## src/lwpb_pkg.sv

```systemverilog
// ----------------------------------------------------------------------------
// LRU write-back page buffer package
// Constants, codes and types shared by the page buffer directory and its top.
// ----------------------------------------------------------------------------
package lwpb_pkg;

   localparam int SLOTS      = 8;
   localparam int PAGE_BYTES = 512;
   localparam int INDEX_BITS = 24;

   localparam int SLOT_BITS   = (SLOTS > 1) ? $clog2(SLOTS) : 1;
   localparam int COUNT_BITS  = $clog2(SLOTS + 1);
   localparam int OFFSET_BITS = $clog2(PAGE_BYTES);
   localparam int PAGE_BITS   = INDEX_BITS - OFFSET_BITS;
   localparam int CAP_BITS    = 4;
   localparam int SIZE_BITS   = 25;

   localparam int CSR_INDEX_BITS = 1;
   localparam int CSR_DATA_BITS  = SIZE_BITS;

   localparam logic [CSR_INDEX_BITS-1:0] CSR_BUFFER_CAPACITY = 1'd0;
   localparam logic [CSR_INDEX_BITS-1:0] CSR_ARRAY_SIZE      = 1'd1;

   localparam logic [CAP_BITS-1:0]  CAP_RESET  = 4'd8;
   localparam logic [SIZE_BITS-1:0] SIZE_RESET = '0;

   localparam logic OP_READ  = 1'b0;
   localparam logic OP_WRITE = 1'b1;

   localparam logic STATUS_OK     = 1'b0;
   localparam logic STATUS_REJECT = 1'b1;

   typedef struct packed {
      logic                   status;
      logic                   hit;
      logic [SLOT_BITS-1:0]   slot;
      logic [PAGE_BITS-1:0]   page_number;
      logic [OFFSET_BITS-1:0] page_offset;
      logic                   evict_valid;
      logic [PAGE_BITS-1:0]   evicted_page;
      logic                   writeback_needed;
   } lwpb_result_type;

endpackage

```

## src/lwpb_directory.sv

```systemverilog
// ----------------------------------------------------------------------------
// LRU write-back page buffer directory
// Slot state, associative page lookup, free slot and LRU victim selection,
// and the rank and dirty updates for one access per cycle.
// ----------------------------------------------------------------------------
module lwpb_directory (
   input  logic                            clock,
   input  logic                            reset,
   input  logic                            enable,
   input  logic                            operation,
   input  logic [lwpb_pkg::INDEX_BITS-1:0] element_index,
   input  logic [lwpb_pkg::CAP_BITS-1:0]   buffer_capacity,
   input  logic [lwpb_pkg::SIZE_BITS-1:0]  array_size,
   output lwpb_pkg::lwpb_result_type       result
);
   import lwpb_pkg::*;

   logic [SLOTS-1:0]                    slot_valid_ff, slot_valid_in;
   logic [SLOTS-1:0][PAGE_BITS-1:0]     slot_page_ff, slot_page_in;
   logic [SLOTS-1:0]                    slot_dirty_ff, slot_dirty_in;
   logic [SLOTS-1:0][SLOT_BITS-1:0]     slot_rank_ff, slot_rank_in;

   logic                   in_range;
   logic [PAGE_BITS-1:0]   page;
   logic [OFFSET_BITS-1:0] offset;
   logic [COUNT_BITS-1:0]  cap_eff;
   logic [COUNT_BITS-1:0]  count;
   logic                   hit;
   logic [SLOT_BITS-1:0]   hit_slot;
   logic                   free_found;
   logic [SLOT_BITS-1:0]   free_slot;
   logic [SLOT_BITS-1:0]   best_rank;
   logic [SLOT_BITS-1:0]   victim_slot;
   logic                   fill;
   logic                   evict;
   logic [SLOT_BITS-1:0]   sel;

   assign in_range = {1'b0, element_index} < array_size;
   assign page     = element_index[INDEX_BITS-1:OFFSET_BITS];
   assign offset   = element_index[OFFSET_BITS-1:0];
   assign count    = COUNT_BITS'($countones(slot_valid_ff));

   always_comb begin
      if (buffer_capacity == '0) begin
         cap_eff = COUNT_BITS'(1);
      end else if (buffer_capacity > CAP_BITS'(SLOTS)) begin
         cap_eff = COUNT_BITS'(SLOTS);
      end else begin
         cap_eff = COUNT_BITS'(buffer_capacity);
      end
   end

   always_comb begin
      hit         = 1'b0;
      hit_slot    = '0;
      free_found  = 1'b0;
      free_slot   = '0;
      best_rank   = '0;
      victim_slot = '0;
      for (int i = 0; i < SLOTS; i++) begin
         if (slot_valid_ff[i] && slot_page_ff[i] == page && !hit) begin
            hit      = 1'b1;
            hit_slot = SLOT_BITS'(i);
         end
         if (!slot_valid_ff[i] && !free_found) begin
            free_found = 1'b1;
            free_slot  = SLOT_BITS'(i);
         end
         if (slot_valid_ff[i] && slot_rank_ff[i] >= best_rank) begin
            best_rank   = slot_rank_ff[i];
            victim_slot = SLOT_BITS'(i);
         end
      end
   end

   assign fill  = !hit && (count < cap_eff);
   assign evict = !hit && !fill;
   assign sel   = hit ? hit_slot : (fill ? free_slot : victim_slot);

   always_comb begin
      slot_valid_in = slot_valid_ff;
      slot_page_in  = slot_page_ff;
      slot_dirty_in = slot_dirty_ff;
      slot_rank_in  = slot_rank_ff;
      if (enable && in_range) begin
         for (int i = 0; i < SLOTS; i++) begin
            if (SLOT_BITS'(i) != sel && slot_valid_ff[i] &&
                (fill || slot_rank_ff[i] < slot_rank_ff[sel])) begin
               slot_rank_in[i] = slot_rank_ff[i] + 1'b1;
            end
         end
         slot_rank_in[sel]  = '0;
         slot_valid_in[sel] = 1'b1;
         if (!hit) begin
            slot_page_in[sel]  = page;
            slot_dirty_in[sel] = 1'b0;
         end
         if (operation == OP_WRITE) begin
            slot_dirty_in[sel] = 1'b1;
         end
      end
   end

   always_comb begin
      result = '0;
      if (in_range) begin
         result.status           = STATUS_OK;
         result.hit              = hit;
         result.slot             = sel;
         result.page_number      = page;
         result.page_offset      = offset;
         result.evict_valid      = evict;
         result.evicted_page     = evict ? slot_page_ff[sel] : '0;
         result.writeback_needed = evict && slot_dirty_ff[sel];
      end else begin
         result.status = STATUS_REJECT;
      end
   end

   always_ff @(posedge clock) begin
      if (reset) begin
         slot_valid_ff <= '0;
         slot_page_ff  <= '0;
         slot_dirty_ff <= '0;
         slot_rank_ff  <= '0;
      end else begin
         slot_valid_ff <= slot_valid_in;
         slot_page_ff  <= slot_page_in;
         slot_dirty_ff <= slot_dirty_in;
         slot_rank_ff  <= slot_rank_in;
      end
   end

`ifndef SYNTHESIS
   assert property (@(posedge clock) disable iff (reset)
      1'b1 |=> $countones(slot_valid_ff) >= $past($countones(slot_valid_ff)))
      else $error("resident slot count decreased");

   assert property (@(posedge clock) disable iff (reset)
      (enable && result.hit) |-> slot_valid_ff[result.slot])
      else $error("hit reported on an empty slot");

   assert property (@(posedge clock) disable iff (reset)
      (enable && result.status == STATUS_OK) |=>
         slot_valid_ff[$past(result.slot)] && slot_rank_ff[$past(result.slot)] == '0)
      else $error("accessed slot is not valid and most recent");

   assert property (@(posedge clock) disable iff (reset)
      (enable && result.status == STATUS_REJECT) |=>
         $stable(slot_valid_ff) && $stable(slot_page_ff) &&
         $stable(slot_dirty_ff) && $stable(slot_rank_ff))
      else $error("rejected access changed the directory");
`endif

endmodule

```

## src/lru_writeback_page_buffer.sv

```systemverilog
// ----------------------------------------------------------------------------
// LRU write-back page buffer
// Fully associative page directory with exact LRU replacement and dirty
// tracking, behind a registered request stage and a registered response.
// ----------------------------------------------------------------------------
// The block takes one access per clock cycle while the response is not
// stalled. The request is registered, the directory lookup, victim choice and
// rank update run on the registered request, and the response register is
// loaded at the edge where the response stage advances. Slot state is updated
// at that same edge, so each access sees every earlier one. A stalled response
// holds the pipeline; with no stall the sustained rate is one access per cycle.
// The csr_ registers take effect at once and must be written while no access
// is in flight; the block itself does not enforce this.
module lru_writeback_page_buffer (
   input  logic                                clock,
   input  logic                                reset,
   input  logic                                req_valid,
   output logic                                req_stall,
   input  logic                                req_operation,
   input  logic [lwpb_pkg::INDEX_BITS-1:0]     req_element_index,
   output logic                                rsp_valid,
   input  logic                                rsp_stall,
   output logic                                rsp_status,
   output logic                                rsp_hit,
   output logic [lwpb_pkg::SLOT_BITS-1:0]      rsp_slot,
   output logic [lwpb_pkg::PAGE_BITS-1:0]      rsp_page_number,
   output logic [lwpb_pkg::OFFSET_BITS-1:0]    rsp_page_offset,
   output logic                                rsp_evict_valid,
   output logic [lwpb_pkg::PAGE_BITS-1:0]      rsp_evicted_page,
   output logic                                rsp_writeback_needed,
   input  logic                                csr_write,
   input  logic [lwpb_pkg::CSR_INDEX_BITS-1:0] csr_index,
   input  logic [lwpb_pkg::CSR_DATA_BITS-1:0]  csr_wdata
);
   import lwpb_pkg::*;

   logic [CAP_BITS-1:0]   capacity_ff, capacity_in;
   logic [SIZE_BITS-1:0]  size_ff, size_in;
   logic                  req_valid_ff, req_valid_in;
   logic                  op_ff, op_in;
   logic [INDEX_BITS-1:0] index_ff, index_in;
   logic                  rsp_valid_ff, rsp_valid_in;
   lwpb_result_type       rsp_ff, rsp_in;
   lwpb_result_type       dir_result;
   logic                  advance;
   logic                  load;

   assign advance   = !rsp_valid_ff || !rsp_stall;
   assign req_stall = req_valid_ff && !advance;
   assign load      = req_valid && !req_stall;

   always_comb begin
      capacity_in = capacity_ff;
      size_in     = size_ff;
      if (csr_write) begin
         case (csr_index)
            CSR_BUFFER_CAPACITY: capacity_in = csr_wdata[CAP_BITS-1:0];
            CSR_ARRAY_SIZE:      size_in     = csr_wdata[SIZE_BITS-1:0];
            default:             ;
         endcase
      end
   end

   always_comb begin
      req_valid_in = req_valid_ff;
      op_in        = op_ff;
      index_in     = index_ff;
      if (!req_valid_ff || advance) begin
         req_valid_in = req_valid;
      end
      if (load) begin
         op_in    = req_operation;
         index_in = req_element_index;
      end
   end

   always_comb begin
      rsp_valid_in = rsp_valid_ff;
      rsp_in       = rsp_ff;
      if (advance) begin
         rsp_valid_in = req_valid_ff;
         if (req_valid_ff) begin
            rsp_in = dir_result;
         end
      end
   end

   lwpb_directory u_directory (
      .clock           (clock),
      .reset           (reset),
      .enable          (req_valid_ff && advance),
      .operation       (op_ff),
      .element_index   (index_ff),
      .buffer_capacity (capacity_ff),
      .array_size      (size_ff),
      .result          (dir_result)
   );

   always_ff @(posedge clock) begin
      if (reset) begin
         capacity_ff  <= CAP_RESET;
         size_ff      <= SIZE_RESET;
         req_valid_ff <= 1'b0;
         rsp_valid_ff <= 1'b0;
      end else begin
         capacity_ff  <= capacity_in;
         size_ff      <= size_in;
         req_valid_ff <= req_valid_in;
         rsp_valid_ff <= rsp_valid_in;
      end
   end

   always_ff @(posedge clock) begin
      op_ff    <= op_in;
      index_ff <= index_in;
      rsp_ff   <= rsp_in;
   end

   assign rsp_valid            = rsp_valid_ff;
   assign rsp_status           = rsp_ff.status;
   assign rsp_hit              = rsp_ff.hit;
   assign rsp_slot             = rsp_ff.slot;
   assign rsp_page_number      = rsp_ff.page_number;
   assign rsp_page_offset      = rsp_ff.page_offset;
   assign rsp_evict_valid      = rsp_ff.evict_valid;
   assign rsp_evicted_page     = rsp_ff.evicted_page;
   assign rsp_writeback_needed = rsp_ff.writeback_needed;

endmodule

```

## config.mk

```make
export PLATFORM = sky130hd
export DESIGN_NAME = lru_writeback_page_buffer
export DESIGN_NICKNAME = d
export VERILOG_FILES = /design/src/lwpb_pkg.sv /design/src/lwpb_directory.sv /design/src/lru_writeback_page_buffer.sv
export SDC_FILE = /design/constraint.sdc
export NUM_CORES = 1
export LEC_CHECK = 0
export ABC_AREA = 0
export BUFFER_PORTS_ARGS = -buffer_cell sky130_fd_sc_hd__buf_2
export CORE_MARGIN = 2
export CORE_UTILIZATION = 60
export CTS_CLUSTER_SIZE = 8
export DETAILED_ROUTE_END_ITERATION = 10
export PLACE_DENSITY = 0.87
export SLEW_MARGIN = 20
export SYNTH_ARGS = -nofsm -noshare
export SYNTH_HDL_FRONTEND = slang
export SYNTH_SLANG_ARGS = --single-unit
```

## constraint.sdc

```tcl
create_clock -name clock -period 13.45 [get_ports clock]
set_clock_uncertainty 0.15 [all_clocks]
set_input_delay 1.345 -clock clock [delete_from_list [all_inputs] [get_ports clock]]
set_output_delay 1.345 -clock clock [all_outputs]
set_load 0.02 [all_outputs]
```

# Word level (Yosys, flattened, before mapping)
# Index checks and enable logic that the tools add are counted.
# totals
mem_count	0
romBits	0
ram_bits	0
elab_cells	269
output_inout_bits	48
latch_bits	0
input_bits	56
ff_bits	262
# op_classes
n_eq_ne	15
mux	80
n_mul	0
bitwise_logic	8
n_reduce_logical	98
addsub	15
shift	0
magnitude_cmp	21
div	0
# op_table
cell	count
bitwise mux 120 bit	1
== test 15 bit	8
two-way mux 3 bit	39
logical AND 1 bit	54
binary-select mux 15 bit (select 3 bit)	1
demux 15 bit (select 3 bit)	1
two-way mux 15 bit	2
logical NOT 1 bit	27
less-than comparator 24 x 25 -> 1 bit	1
adder 3 x 1 -> 3 bit (second input constant)	8
AND 24 bit	1
less-than comparator 3 bit	8
two-way mux 8 bit	3
inverter 24 bit	1
>= comparator 3 bit	7
two-way mux 1 bit	21
bitwise OR 8 bit	2
adder 4 bit	3
two-way mux 2 bit	6
inequality test 3 bit (first input constant)	4
logical OR 1 bit	10
AND reduction 2 bit	5
binary-select mux 3 bit (select 3 bit)	1
demux 3 bit (select 3 bit)	1
15 further kinds	22

# Longest topological paths before layout
# Gate-level depths: netlist (run 1).
# logic_depth
depth_word	38
ltp_mapped	64
depth_no_buf	59

# Hierarchy
# Synthesis (run 1) repeated with hierarchy kept, for this count alone.
# unflattened
hier_cells	1767
hier_area_um2	15383.5
# by_module_without_submodules
mod	area_each_um2	seq_area_each_um2	instances	cells_each
lwpb_directory	11791.3	3203.1	1	1556
lru_writeback_page_buffer	3592.2	2752.6	1	211

# Least setup slack after synthesis (run 1)
# Ideal clock, no wire load.
# synth_path
path_kind	flip-flop to flip-flop
from	reg u_directory.slot_valid_ff[0]
to	reg u_directory.slot_rank_ff[20] (netlist bit)
arrival_time_ns	11.885
required_time_ns	13.226
path_buffers	6
path_slack_ns	1.341
path_stages_with_launch	57
cell_sequence	dfxtp_1 -> buf_4 -> and2_1 -> ha_1 -> nand2b_1 -> a31oi_1 -> nor2_1 -> mux2_2 -> ha_1 -> o32ai_1 -> o22ai_1 -> a21oi_1 -> mux2_2 -> ha_1 -> nand2b_1 -> o21a_1 -> and3_1 -> a21oi_1 -> [21 not listed] -> a21o_1 -> a21o_1 -> a21oi_1 -> and3_1 -> buf_6 -> a21o_1 -> buf_4 -> clkbuf_1 -> clkbuf_1 -> clkbuf_1 -> a311oi_1 -> a31oi_1 -> ha_1 -> and3_1 -> a31oi_1 -> o21ai_1 -> or4_1 -> a31oi_1
# synth_between
elab_chain_len	35
word_cells_on_any_way	110
cone_classes	add/sub: 3; order compare: 11; eq/ne: 1; mux: 51; bitwise: 2; reduce/logical: 42
# synth_rtl
item	line	rtl
start: declaration	lwpb_directory.sv:18	logic [SLOTS-1:0] slot_valid_ff, slot_valid_in;
start signal: assignment	lwpb_directory.sv:127	slot_valid_ff <= slot_valid_in;
parallel branches: the longest is 34 deep, another holds >= comparator 3 bit	-	
AND 24 bit (no source line) (*)	-	
end signal: assignment	lwpb_directory.sv:130	slot_rank_ff <= slot_rank_in;
end: declaration	lwpb_directory.sv:21	logic [SLOTS-1:0][SLOT_BITS-1:0] slot_rank_ff, slot_rank_in;
# Every way passes the cells marked *. The select of a mux whose other input is x is not followed.
# A chain may end at the register's enable or synchronous reset.

# Worst setup path after layout (run 1)
# layout_path
from	reg u_directory.slot_rank_ff[0] (netlist bit)
to	reg u_directory.slot_rank_ff[8] (netlist bit)
# layout_between
elab_chain_len	34
word_cells_on_any_way	48
cone_classes	order compare: 11; eq/ne: 1; mux: 22; bitwise: 2; reduce/logical: 12
# layout_rtl
item	line	rtl
>= comparator 3 x 1 -> 1 bit	lwpb_directory.sv:69	if (slot_valid_ff[i] && slot_rank_ff[i] >= best_rank) begin
logical AND 1 bit	lwpb_directory.sv:69	
two-way mux 3 bit	lwpb_directory.sv:69	
>= comparator 3 bit	lwpb_directory.sv:69	
logical AND 1 bit	lwpb_directory.sv:69	
two-way mux 3 bit	lwpb_directory.sv:69	
>= comparator 3 bit	lwpb_directory.sv:69	
logical AND 1 bit	lwpb_directory.sv:69	
[18 not listed]	-	
binary-select mux 3 bit (select 3 bit)	lwpb_directory.sv:88	(fill || slot_rank_ff[i] < slot_rank_ff[sel])) begin
two-way mux 3 bit (implied by the code)	lwpb_directory.sv:88	
less-than comparator 3 bit	lwpb_directory.sv:88	
logical OR 1 bit	lwpb_directory.sv:88	
logical AND 1 bit	lwpb_directory.sv:87	if (SLOT_BITS'(i) != sel && slot_valid_ff[i] &&
two-way mux 3 bit	lwpb_directory.sv:87	
two-way mux 3 bit	lwpb_directory.sv:85	if (enable && in_range) begin
AND 24 bit (no source line) (*)	-	
# Every way passes the cells marked *; elsewhere a longest branch is shown, timed or not. The select of a mux whose other input is x is not followed.

==> results of run 1 <==
worst min path at each step:
stage                       end  slack [ns]  cells after the start
floorplan           size_ff[10]        0.29                      2
global placement     size_ff[7]        0.29                      2
detailed placement  size_ff[13]        0.30                      2
CTS                 size_ff[13]        0.31                      2
global route        size_ff[13]        0.33                      2
finish              size_ff[13]        0.30                      2
metal layers:
metal  GRT usage  vias to the layer above  routed length (um)
li1            -                     6022                   -
met3      0.0638                      140                4960
met5           0                        -                  13
met2       0.519                      840               19300
met4       0.117                        2                1480
met1       0.446                     6196               17200
cell usage after synthesis (all sizes together), types with 31 or more instances:
cell type	n	share of area
dfxtp	191	0.26
ha	65	0.055
mux2i	86	0.058
nand2	353	0.090
nor2	122	0.031
clkbuf	71	0.018
buf	53	0.024
nand3	55	0.019
inv	56	0.014
xnor2	105	0.062
edfxtp	71	0.14
nand4	31	0.013
a21oi	127	0.044
layout make-up:
type / instances / area [um^2] / share of cell area
clock buffers: 61 / 1070 / 0.0653
clock inverters: 2 / 28.8 / 0.00176
inverters: 56 / 211 / 0.0129
multi-input cells: 1265 / 7980 / 0.487
flip-flops and latches: 262 / 5960 / 0.364
well taps: 324 / 405 / 0.0248
repair buffers: 130 / 724 / 0.0442
cells by family after synthesis:
family / Yosys count
and+or+nand+nor: 691
AOI/OAI and AO/OA: 294
DFF: 262
buffers and inverters: 180
xor gates and xnor gates: 120
muxes: 91
adders and majority gates: 69
registers in the layout, summed over array words and instances (netlist names):
name and count:
capacity_ff 4, index_ff 24, op_ff 1, req_valid_ff 1
rsp_evict_valid 1, rsp_evicted_page 15, rsp_hit 1, rsp_page_number 15
rsp_page_offset 9, rsp_slot 3, rsp_status 1, rsp_valid 1
rsp_writeback_needed 1, size_ff 25, u_directory.slot_dirty_ff 8, u_directory.slot_page_ff 120
u_directory.slot_rank_ff 24, u_directory.slot_valid_ff 8
critical path: cells and delay by family (launching register included):
kind	cells	cell delay [ns]
AOI/OAI and AO/OA	27	5.41
buffers and inverters	1	0.21
DFF	1	0.44
and+or+nand+nor	18	3.16
adders and majority gates	8	2.11
muxes	3	1.06
metrics by stage:
step	instances	hold WS, ns
floorplan	1707	0.286
global placement	2037	0.294
detailed placement	2037	0.300
CTS	2100	0.307
global route	2100	0.325
finish	2100	0.304
power groups by stage:
| stage | logic (uW) | clock network, uW | registers [uW] |
|---|---|---|---|
| after floorplan | 146 | 0 | 869 |
| after global placement | 197 | 0 | 873 |
| after detailed placement | 202 | 0 | 874 |
| after CTS | 205 | 891 | 859 |
| after global routing | 226 | 924 | 862 |
| final | 210 | 887 | 860 |
==> results.toml, run 1 <==
[outcome]
status = "complete, no violations"

[timing]
hold_viol_final = 0
finalSetupViolations = 0
setup_ws_ns = 0.838
fmax_ghz = 0.0793
period_share = 0.938
fin_crit_ns = 12.61
worst_pin_slew_ns = 1.24
setup_tns_ns = 0
max-slew-margin-rel = 0.172
rsz0062_at_grt = "false"
slew_violations = 0

[floorplan]
initial_core_util = 0.608
core_area_um2 = 24200
io_pins = 104
die_h_um = 161
rows = 57
die_area_um2 = 25800
die_w_um = 161

[synthesis]
ys_ff_latch = 262
synth_top_family_by_area = "simple AND/OR/NAND/NOR gates"
synth_edf_count = 71
synth-xor-area-share = 0.0713
syn_avg_cell_area_um2 = 8.63
synth-compound-area-share = 0.131
synth_nets = 1832
async_flop_share = 0
netlist_area_um2 = 14700
synth_cells = 1707
synthFlopType = "dfxtp_1"
synth_adder_area_share = 0.0606
synth.distinct_cells = 71
yosys.area_share.simple = 0.213
ys_seq_area_frac = 0.404
synth_mux_area_frac = 0.0630
ys_warn_count = 0

[clocking]
clkTransAtPathRegs_ns = 0.06
post-cts-setup-buffers = 0
root_buffer = "clkbuf_16"
cts.sinks = 262
htree_levels = 2
clk_latency_ns = 0.52
cts_tree = "built"
cts_resized = 0
hold_buffers = 0
cts_buffers = 38
clk_path_buf_depth = 3

[run]
max_cap_violations = 0

[routing]
routedWlPerCell_um = 20.5
drc = 0
vias = 13200
drtPass1Iterations = 6
drtIter0Drc = 1721
drt-total-wl_um = 43000
vias_per_cell = 6.29
final_antenna_net_count = 0

[global_routing]
overflow = 0
antenna_found_initial = 1
grt_pass1_vias = 12702
grt.total_usage = 0.326
grt_pass1_wl_um = 67600
grt_start_max_net_pins = 109

[cells_and_area]
final_common_cell = "nand2_1"
n_antenna_cell = 0
final_cell_mix = "nand2_1 (352), dfxtp_1 (191), a21oi_1 (126), nor2_1 (121), xnor2_1 (105)"
drive_above_1_share = 0.114
fin_nets = 1878
areaGrowthSynthToFinish_pct = 11.1
fin_area_um2 = 16400
utilization = 0.675
fillers = 1903

[critical_path]
cpPeakStageDelay_ns = 0.44
worstSetupPathType = "reg2reg"
r2r-end = "u_directory.slot_rank_ff[8]"
rrSetupSlack_ns = 0.84
r2r_cells = 57
cp-start-kind = "register"
arrival_ns = 12.90
endpoint = "u_directory.slot_rank_ff[8]"
r2r_start = "u_directory.slot_rank_ff[0]"
cp-startpoint = "u_directory.slot_rank_ff[0]"
critPathSlowestCell = "dfxtp_1"
crit_top_cell = "ha_1"
cp-end-kind = "register"
crit_required_ns = 13.74
cp_max_fo = 7

[power_and_ir_drop]
p_switching_uw = 509
pwr-share-comb = 0.107
ir_drop_mv = 0.126
clkPwrFrac = 0.453
switching_share = 0.260
p_int_uw = 1450
p_leak_uw = 0.00608
seqPwrFrac = 0.440
power_density_nw_per_um2 = 120
p_total_uw = 1960

[placed_design]
dp_worst_setup_slack_ns = 0.742
place_congestion = 0.956
numPortBuffers = 103
place_area_um2 = 15300
dp.final_hpwl_um = 28500

[hold_path]
hp-start = "size_ff[13]"
hold_path.class = "reg2reg"
Power figures use the tool's default switching activity.
==> run 2, diff against run 1 <==
clock period = 12.6 ns   (was 13.45 ns; I/O delays follow)
==> results.toml, run 2 (synthesis gave the netlist of run 1 again) <==
[routing]
drc = 0
routedWlPerCell_um = 19.9
vias_per_cell = 6.27
drt-total-wl_um = 41900
vias = 13202
final_antenna_net_count = 0
drtIter0Drc = 1640
drtPass1Iterations = 7

[floorplan]
io_pins = 104
die_area_um2 = 25800
initial_core_util = 0.608
die_w_um = 161
core_area_um2 = 24200
die_h_um = 161
rows = 57

[clocking]
hold_buffers = 0
post-cts-setup-buffers = 0
cts_resized = 0
cts_tree = "built"
cts_buffers = 38
clkTransAtPathRegs_ns = 0.05
clk_latency_ns = 0.52
clk_path_buf_depth = 3
root_buffer = "clkbuf_16"
htree_levels = 2
cts.sinks = 262

[critical_path]
cpPeakStageDelay_ns = 0.48
r2r_cells = 57
crit_family = "compound AO/OA/AOI/OAI gates"
r2r_start = "u_directory.slot_valid_ff[0]"
r2r-end = "u_directory.slot_rank_ff[2]"
rrSetupSlack_ns = 0.75
arrival_ns = 12.13
critPathSlowestCell = "or4b_1"
cp-end-kind = "register"
worstSetupPathType = "reg2reg"
crit_top_cell = "ha_1"
cp_max_fo = 6
cp_num_buf_inv = 1
crit_required_ns = 12.88
cp-start-kind = "register"

[hold_path]
hp-start = "size_ff[7]"
hold-path-cell-count = 2
hold_path.class = "reg2reg"
min_to = "size_ff[7]"

[run]
max_cap_violations = 0

[placed_design]
placed_cells = 2043
dp_worst_setup_slack_ns = 0.359
dp.final_hpwl_um = 28100
place_congestion = 0.948
numPortBuffers = 103

[global_routing]
grt_start_max_net_pins = 132
overflow = 0
grt_pass1_vias = 12526
grt_pass1_wl_um = 66200
grt.total_usage = 0.321
antenna_found_initial = 0

[timing]
setup_ws_ns = 0.750
period_share = 0.941
max-slew-margin-rel = 0.233
finalSetupViolations = 0
fin_crit_ns = 11.85
setup_tns_ns = 0
hold_viol_final = 0
fmax_ghz = 0.0844
slew_violations = 0
rsz0062_at_grt = "false"
worst_pin_slew_ns = 1.15

[outcome]
status = "complete, no violations"

[cells_and_area]
final_common_cell = "nand2_1"
fin_nets = 1884
max_flop_register = "u_directory.slot_page_ff"
largest_reg_flops = 120
areaGrowthSynthToFinish_pct = 11.6
drive_above_1_share = 0.121
final_cell_mix = "nand2_1 (352), dfxtp_1 (188), a21oi_1 (124), nor2_1 (120), xnor2_1 (105)"
seq_area_um2 = 5960
multiInputGateArea_um2 = 8040
fillers = 1857
utilization = 0.678
n_antenna_cell = 0
layout.cells.non_filler = 2105
biggestRegsByFlops = "u_directory.slot_page_ff: 120 flops, size_ff: 25 flops"

[power_and_ir_drop]
power_density_nw_per_um2 = 126
ir_drop_mv = 0.138
p_leak_uw = 0.00610
p_total_uw = 2070
==> run 2: cell count changes in the layout (fill, tap and decap cells not counted), moves of 2 or more <==
cell,change
a21oi_1,-2
a21oi_2,+2
a31oi_4,+2
buf_4,+6
dfxtp_1,-3
dfxtp_2,+3
o21ai_0,-2
o21ai_1,+2
==> run 2: layout make-up <==
type,instances,share of cell area
Multi-Input combinational cell,1265,0.489
Sequential cell,262,0.362
Clock buffer,61,0.0637
Timing Repair Buffer,136,0.0468
Tap cell,324,0.0247
Inverter,56,0.0129
Clock inverter,1,0.000989
==> run 2: where the power goes <==
group	internal [uW]	switching, uW
clock	562	365
combinational	78.5	145
sequential	891	28.4
==> run 2: through the flow <==
step,hold WS [ns],instance area [um^2]
final,0.305,16400
after global routing,0.323,16400
after CTS,0.303,16400
after detailed placement,0.297,15300
after global placement,0.294,15300
after floorplan,0.286,14700
==> run 2: worst max-delay path by stage <==
| stage | from | to | slack [ns] | cells past startpoint |
|---|---|---|---|---|
| 2_1_floorplan | u_directory.slot_valid_ff[0] | u_directory.slot_rank_ff[20] | 0.49 | 56 |
| 3_3_place_gp | u_directory.slot_rank_ff[2] | u_directory.slot_rank_ff[8] | 0.68 | 57 |
| 3_5_place_dp | u_directory.slot_rank_ff[2] | u_directory.slot_rank_ff[8] | 0.36 | 57 |
| 4_1_cts | u_directory.slot_rank_ff[2] | u_directory.slot_rank_ff[8] | 0.30 | 57 |
| 5_1_grt | u_directory.slot_valid_ff[0] | u_directory.slot_rank_ff[5] | 0.02 | 57 |
| 6_report | u_directory.slot_valid_ff[0] | u_directory.slot_rank_ff[2] | 0.75 | 57 |
==> run 2: worst min-delay path: stages, from the launching register on <==
cell	delay [ns]
dfxtp_1	0.30
nand2_1	0.05
a21oi_1	0.05
==> run 2: layer usage <==
layer,part of all wire,up-vias,track usage
met5,0,-,0
met4,0.038,0,0.129
met3,0.12,146,0.0690
met2,0.44,849,0.497
met1,0.40,6171,0.440
li1,-,6036,-
